===== src/sv/qph_pkg.sv =====
// Shared types and constants for the quadratic-probe key/value table.
// No dependencies; every other file of the block imports this package.
package qph_pkg;

  localparam int DEF_TABLE_SLOTS = 1024;

  localparam int KEY_W    = 64;
  localparam int VALUE_W  = 64;
  localparam int OCC_W    = 11;
  localparam int STATUS_W = 3;

  // Key reduction modulo the slot count runs one key byte per cycle.
  localparam int RED_DIGIT_W = 8;
  localparam int RED_STEPS   = KEY_W / RED_DIGIT_W;

  localparam logic CMD_GET = 1'b1;

  typedef enum logic [STATUS_W-1:0] {
    ST_INSERTED = 3'd0,
    ST_UPDATED  = 3'd1,
    ST_FULL     = 3'd2,
    ST_HIT      = 3'd3,
    ST_MISS     = 3'd4
  } status_t;

  // Controller to datapath commands.
  typedef struct packed {
    logic    clr;     // clear one slot of the store
    logic    load;    // capture the item, start the key reduction
    logic    seat;    // set the first probe position
    logic    adv;     // advance to the next probe position
    logic    commit;  // write the store on insert or update, load the result
    status_t code;    // result code for commit
  } qph_ctl_t;

  // Datapath to controller status.
  typedef struct packed {
    logic clr_last;
    logic red_done;
    logic match;     // probed slot is used and holds the key
    logic free;      // probed slot is unused
    logic last;      // current probe is the last one
    logic is_get;
  } qph_sts_t;

endpackage


===== src/sv/qph_ctrl.sv =====
// Controller: clearing pass, item intake, probe sequencing and result handoff.
// Depends on qph_pkg; pairs with qph_dpath through qph_ctl_t / qph_sts_t.
module qph_ctrl (
  input  logic              clk,
  input  logic              rst,
  input  qph_pkg::qph_sts_t sts,
  output qph_pkg::qph_ctl_t ctl,
  input  logic              req_valid,
  output logic              req_ready,
  output logic              rsp_valid,
  input  logic              rsp_ready
);
  import qph_pkg::*;

  typedef enum logic [2:0] {
    S_CLEAR,
    S_IDLE,
    S_REDUCE,
    S_READ,
    S_CHECK
  } state_t;

  state_t state, state_next;
  logic   finish;
  logic   out_free;

  assign req_ready = (state == S_IDLE);
  assign out_free  = !rsp_valid || rsp_ready;

  always_comb begin
    state_next = state;
    finish     = 1'b0;
    ctl.clr    = 1'b0;
    ctl.load   = 1'b0;
    ctl.seat   = 1'b0;
    ctl.adv    = 1'b0;
    ctl.commit = 1'b0;
    ctl.code   = ST_MISS;
    case (state)
      S_CLEAR: begin
        ctl.clr = 1'b1;
        if (sts.clr_last) state_next = S_IDLE;
      end
      S_IDLE: begin
        if (req_valid) begin
          ctl.load   = 1'b1;
          state_next = S_REDUCE;
        end
      end
      S_REDUCE: begin
        if (sts.red_done) begin
          ctl.seat   = 1'b1;
          state_next = S_READ;
        end
      end
      S_READ: begin
        state_next = S_CHECK;
      end
      S_CHECK: begin
        // A get skips unused slots; a put stops at the first unused one.
        if (sts.is_get) begin
          if (sts.match) begin
            finish   = 1'b1;
            ctl.code = ST_HIT;
          end else if (sts.last) begin
            finish   = 1'b1;
            ctl.code = ST_MISS;
          end
        end else begin
          if (sts.free) begin
            finish   = 1'b1;
            ctl.code = ST_INSERTED;
          end else if (sts.match) begin
            finish   = 1'b1;
            ctl.code = ST_UPDATED;
          end else if (sts.last) begin
            finish   = 1'b1;
            ctl.code = ST_FULL;
          end
        end
        if (finish) begin
          // Hold on this slot until the result register is free.
          if (out_free) begin
            ctl.commit = 1'b1;
            state_next = S_IDLE;
          end
        end else begin
          ctl.adv    = 1'b1;
          state_next = S_READ;
        end
      end
      default: begin
        state_next = S_IDLE;
      end
    endcase
  end

  always_ff @(posedge clk) begin
    if (rst) begin
      state     <= S_CLEAR;
      rsp_valid <= 1'b0;
    end else begin
      state <= state_next;
      if (ctl.commit) rsp_valid <= 1'b1;
      else if (rsp_ready) rsp_valid <= 1'b0;
    end
  end
endmodule


===== config.mk =====
export PLATFORM = sky130hd
export DESIGN_NAME = qph_ctrl
export DESIGN_NICKNAME = d
export VERILOG_FILES = /design/src/sv/qph_pkg.sv /design/src/sv/qph_ctrl.sv
export SDC_FILE = /design/constraint.sdc
export NUM_CORES = 1
export LEC_CHECK = 0
export BUFFER_PORTS_ARGS = -buffer_cell sky130_fd_sc_hd__buf_2
export CORE_AREA = 2 2 39 41
export DETAILED_ROUTE_END_ITERATION = 8
export DIE_AREA = 0 0 41 43
export PLACE_DENSITY_LB_ADDON = 0.3
export SYNTH_ARGS = -nofsm -noshare
export SYNTH_HDL_FRONTEND = slang
export SYNTH_SLANG_ARGS = --single-unit

===== constraint.sdc =====
create_clock -name clk -period 1 [get_ports clk]
set_input_delay 0.15 -clock clk [delete_from_list [all_inputs] [get_ports clk]]
set_output_delay 0.15 -clock clk [all_outputs]
set_load 0.02 [all_outputs]

==> flow_summary.toml <==
[clock_tree]
worstSkewPairLatency_ns = 0.23
ctsLongestPathBuffers = 2
htree_levels = 1
cts_sinks = 4
hold_buffers = 0
tritoncts = "done"
cts_buffers = 3
cts_root_buf = "clkbuf_4"
cts.clk_slew.worst_paths_ns = 0.04

[synth]
syn-instance-count = 37
ys_seq_area_frac = 0.2656
async_reset_ff_frac = 0
synth_flop_cell = "dfxtp_1"
synth.distinct_cells = 21
synth_seq_cells = 4
ys_warn_count = 0
syn_area_um2 = 301.5
synth_nets = 47
avgSynthCellArea_um2 = 8.150
synth_edf_count = 0

[global_routing]
grt_pass1_wl_um = 1311
track_usage = 0.1085
grt_max_degree = 8
grt_overflow = 0
grt_pass1_vias = 368
antenna_found_initial = 0

[pwr]
vdd_drop_max_mv = 0.4511
p_leak_uw = 0.0002796
p_per_area_nw_per_um2 = 984.2
p_total_uw = 629.3

[route]
wire_per_inst_um = 9.920
ant_nets = 0
drc_errors = 0
dr.pass1.iters = 2
drt-total-wl_um = 863
vias = 405
initialDrtViolationCount = 4
drt-vias-per-instance = 4.655

[critical_path]
cp.arrival_ns = 1.25
r2r_start = "state[2]"
cp-start-kind = "flop"
worstPathRequired_ns = 0.85
path_cells = "nor3b_4, and3_2, buf_2"
rr_endpoint = "state[1]"
crit_type = "reg2out"
slowest_delay_ns = 0.34
rrSetupSlack_ns = -0.15
r2r_cells = 4
critPathSlowestCell = "dfxtp_4"
crit_path_end_kind = "primary output"
cp-endpoint = "ctl[0]"
path_max_fanout = 6
critPathLaunch = "state[2]"

[placement]
gp_congestion = 0.6929
hpwlAfterDp_um = 633.1
portBuffers = 19
dp_cells = 80

[sta]
setup_tns_ns = -3.302
hold_viol_final = 0
fmax_mhz = 713.2
final-setup-viol-count = 13
holdWs_ns = 0.1285
drv_slew = 0
rsz0062_at_grt = "yes"
clock_skew_ns = 0.004632
fin_crit_ns = 1.402
worst_pin_slew_ns = 0.2979
finalCritPeriodShare = 1.402
slew_headroom = 0.8012
setup_ws_ns = -0.4021

[run]
drv_cap = 0

[cells_and_area]
diodes = 0
final_layout_size_suffix_gt1_frac = 0.7042
layout.nets = 82
final_core_util = 0.4620
area_growth_pct = 112.0
final_cells = 87

[floorplan]
die_area_um2 = 1763
die_x_um = 41
fp.dieH_um = 43
rows = 14
floorplan.initialDensity = 0.2179
core_area_um2 = 1384
boundaryPins = 20

[min_path]
hold_path_class = "in2reg"
whs_path_depth = 2

[outcome]
violations = "setup timing"
status = "finished, violations left"
## per-layer routing
metal	up-vias	wire length, um	GRT usage
met1	190	323	0.1194
li1	203	-	-
met5	-	0	0
met4	0	0	0.08000
met2	12	495	0.1719
met3	0	45	0.02094
## flip-flops by register name (all words and copies together) (netlist names)
register	flops
state	3
rsp_valid	1
## cell usage after synthesis (2+ instances only)
| master | count | area, um2 |
|---|---|---|
| dfxtp_1 | 4 | 80.08 |
| nor2_1 | 5 | 18.77 |
| or2b_1 | 2 | 15.01 |
| nor2b_1 | 3 | 18.77 |
| nand2b_1 | 2 | 12.51 |
| and3_1 | 2 | 12.51 |
| a21oi_1 | 5 | 25.02 |
## critical path: cells and delay by family (launching register included)
kind | cells | cell delay (ns)
buffers and inverters | 1 | 0.15
DFF | 1 | 0.34
and+or+nand+nor | 2 | 0.53
## cell usage in the layout (no fill, tap or decap), drive strengths merged, types with 2 or more instances in the layout
cell type,synthesis,layout
buf,0,30
and3,2,2
nor3b,2,2
clkbuf,0,4
nand2b,2,2
o21ai,2,2
dfxtp,4,4
or2b,2,2
nor2,5,5
nor2b,3,3
a21oi,5,5
## area by class of cell
class                   instances  area (um2)
flip-flops and latches          4       86.33
clock buffers                   4       26.28
inverters                       1       3.754
multi-input cells              32       272.8
well taps                      16       20.02
repair buffers                 30       230.2
fillers                       149       744.5
## worst min path at each step
stage	from	endpoint	slack, ns
after CTS	rst	rsp_valid	0.13
after global placement	rst	state[2]	0.37
after detailed placement	rst	state[2]	0.37
after floorplan	rst	state[2]	0.21
after global routing	rst	state[2]	0.13
final	rst	state[2]	0.13
## repair_timing
item / in CTS / in global routing
pin swaps: 8 / 4
setup endpoints to repair: 13 / 13
endpoints found under the hold margin: 0 / 0
resized for setup: 17 / 6
cloned: 0 / 0
buffers inserted: 2 / 2
## power by group
part	total, uW	switching, uW	internal (uW)
sequential	179	9.80	169
combinational	229	102	127
clock	222	71.4	150
## logic make-up (layout without fill, tap and decap cells)
logic type | Yosys count | count (layout) | synth area share
simple gates | 22 | 22 | 0.5021
compound gates | 10 | 10 | 0.2199
flops | 4 | 4 | 0.2656
buf+inv | 1 | 35 | 0.01244
## through the flow
stage | setup WS, ns | cell area, um2
floorplan | -0.1333 | 335.3
global placement | -0.1676 | 510.5
finish | -0.4021 | 639.4
CTS | -0.4200 | 605.6
global route | -0.4751 | 639.4
detailed placement | -0.1877 | 510.5
(Power assumes the default switching activity.)
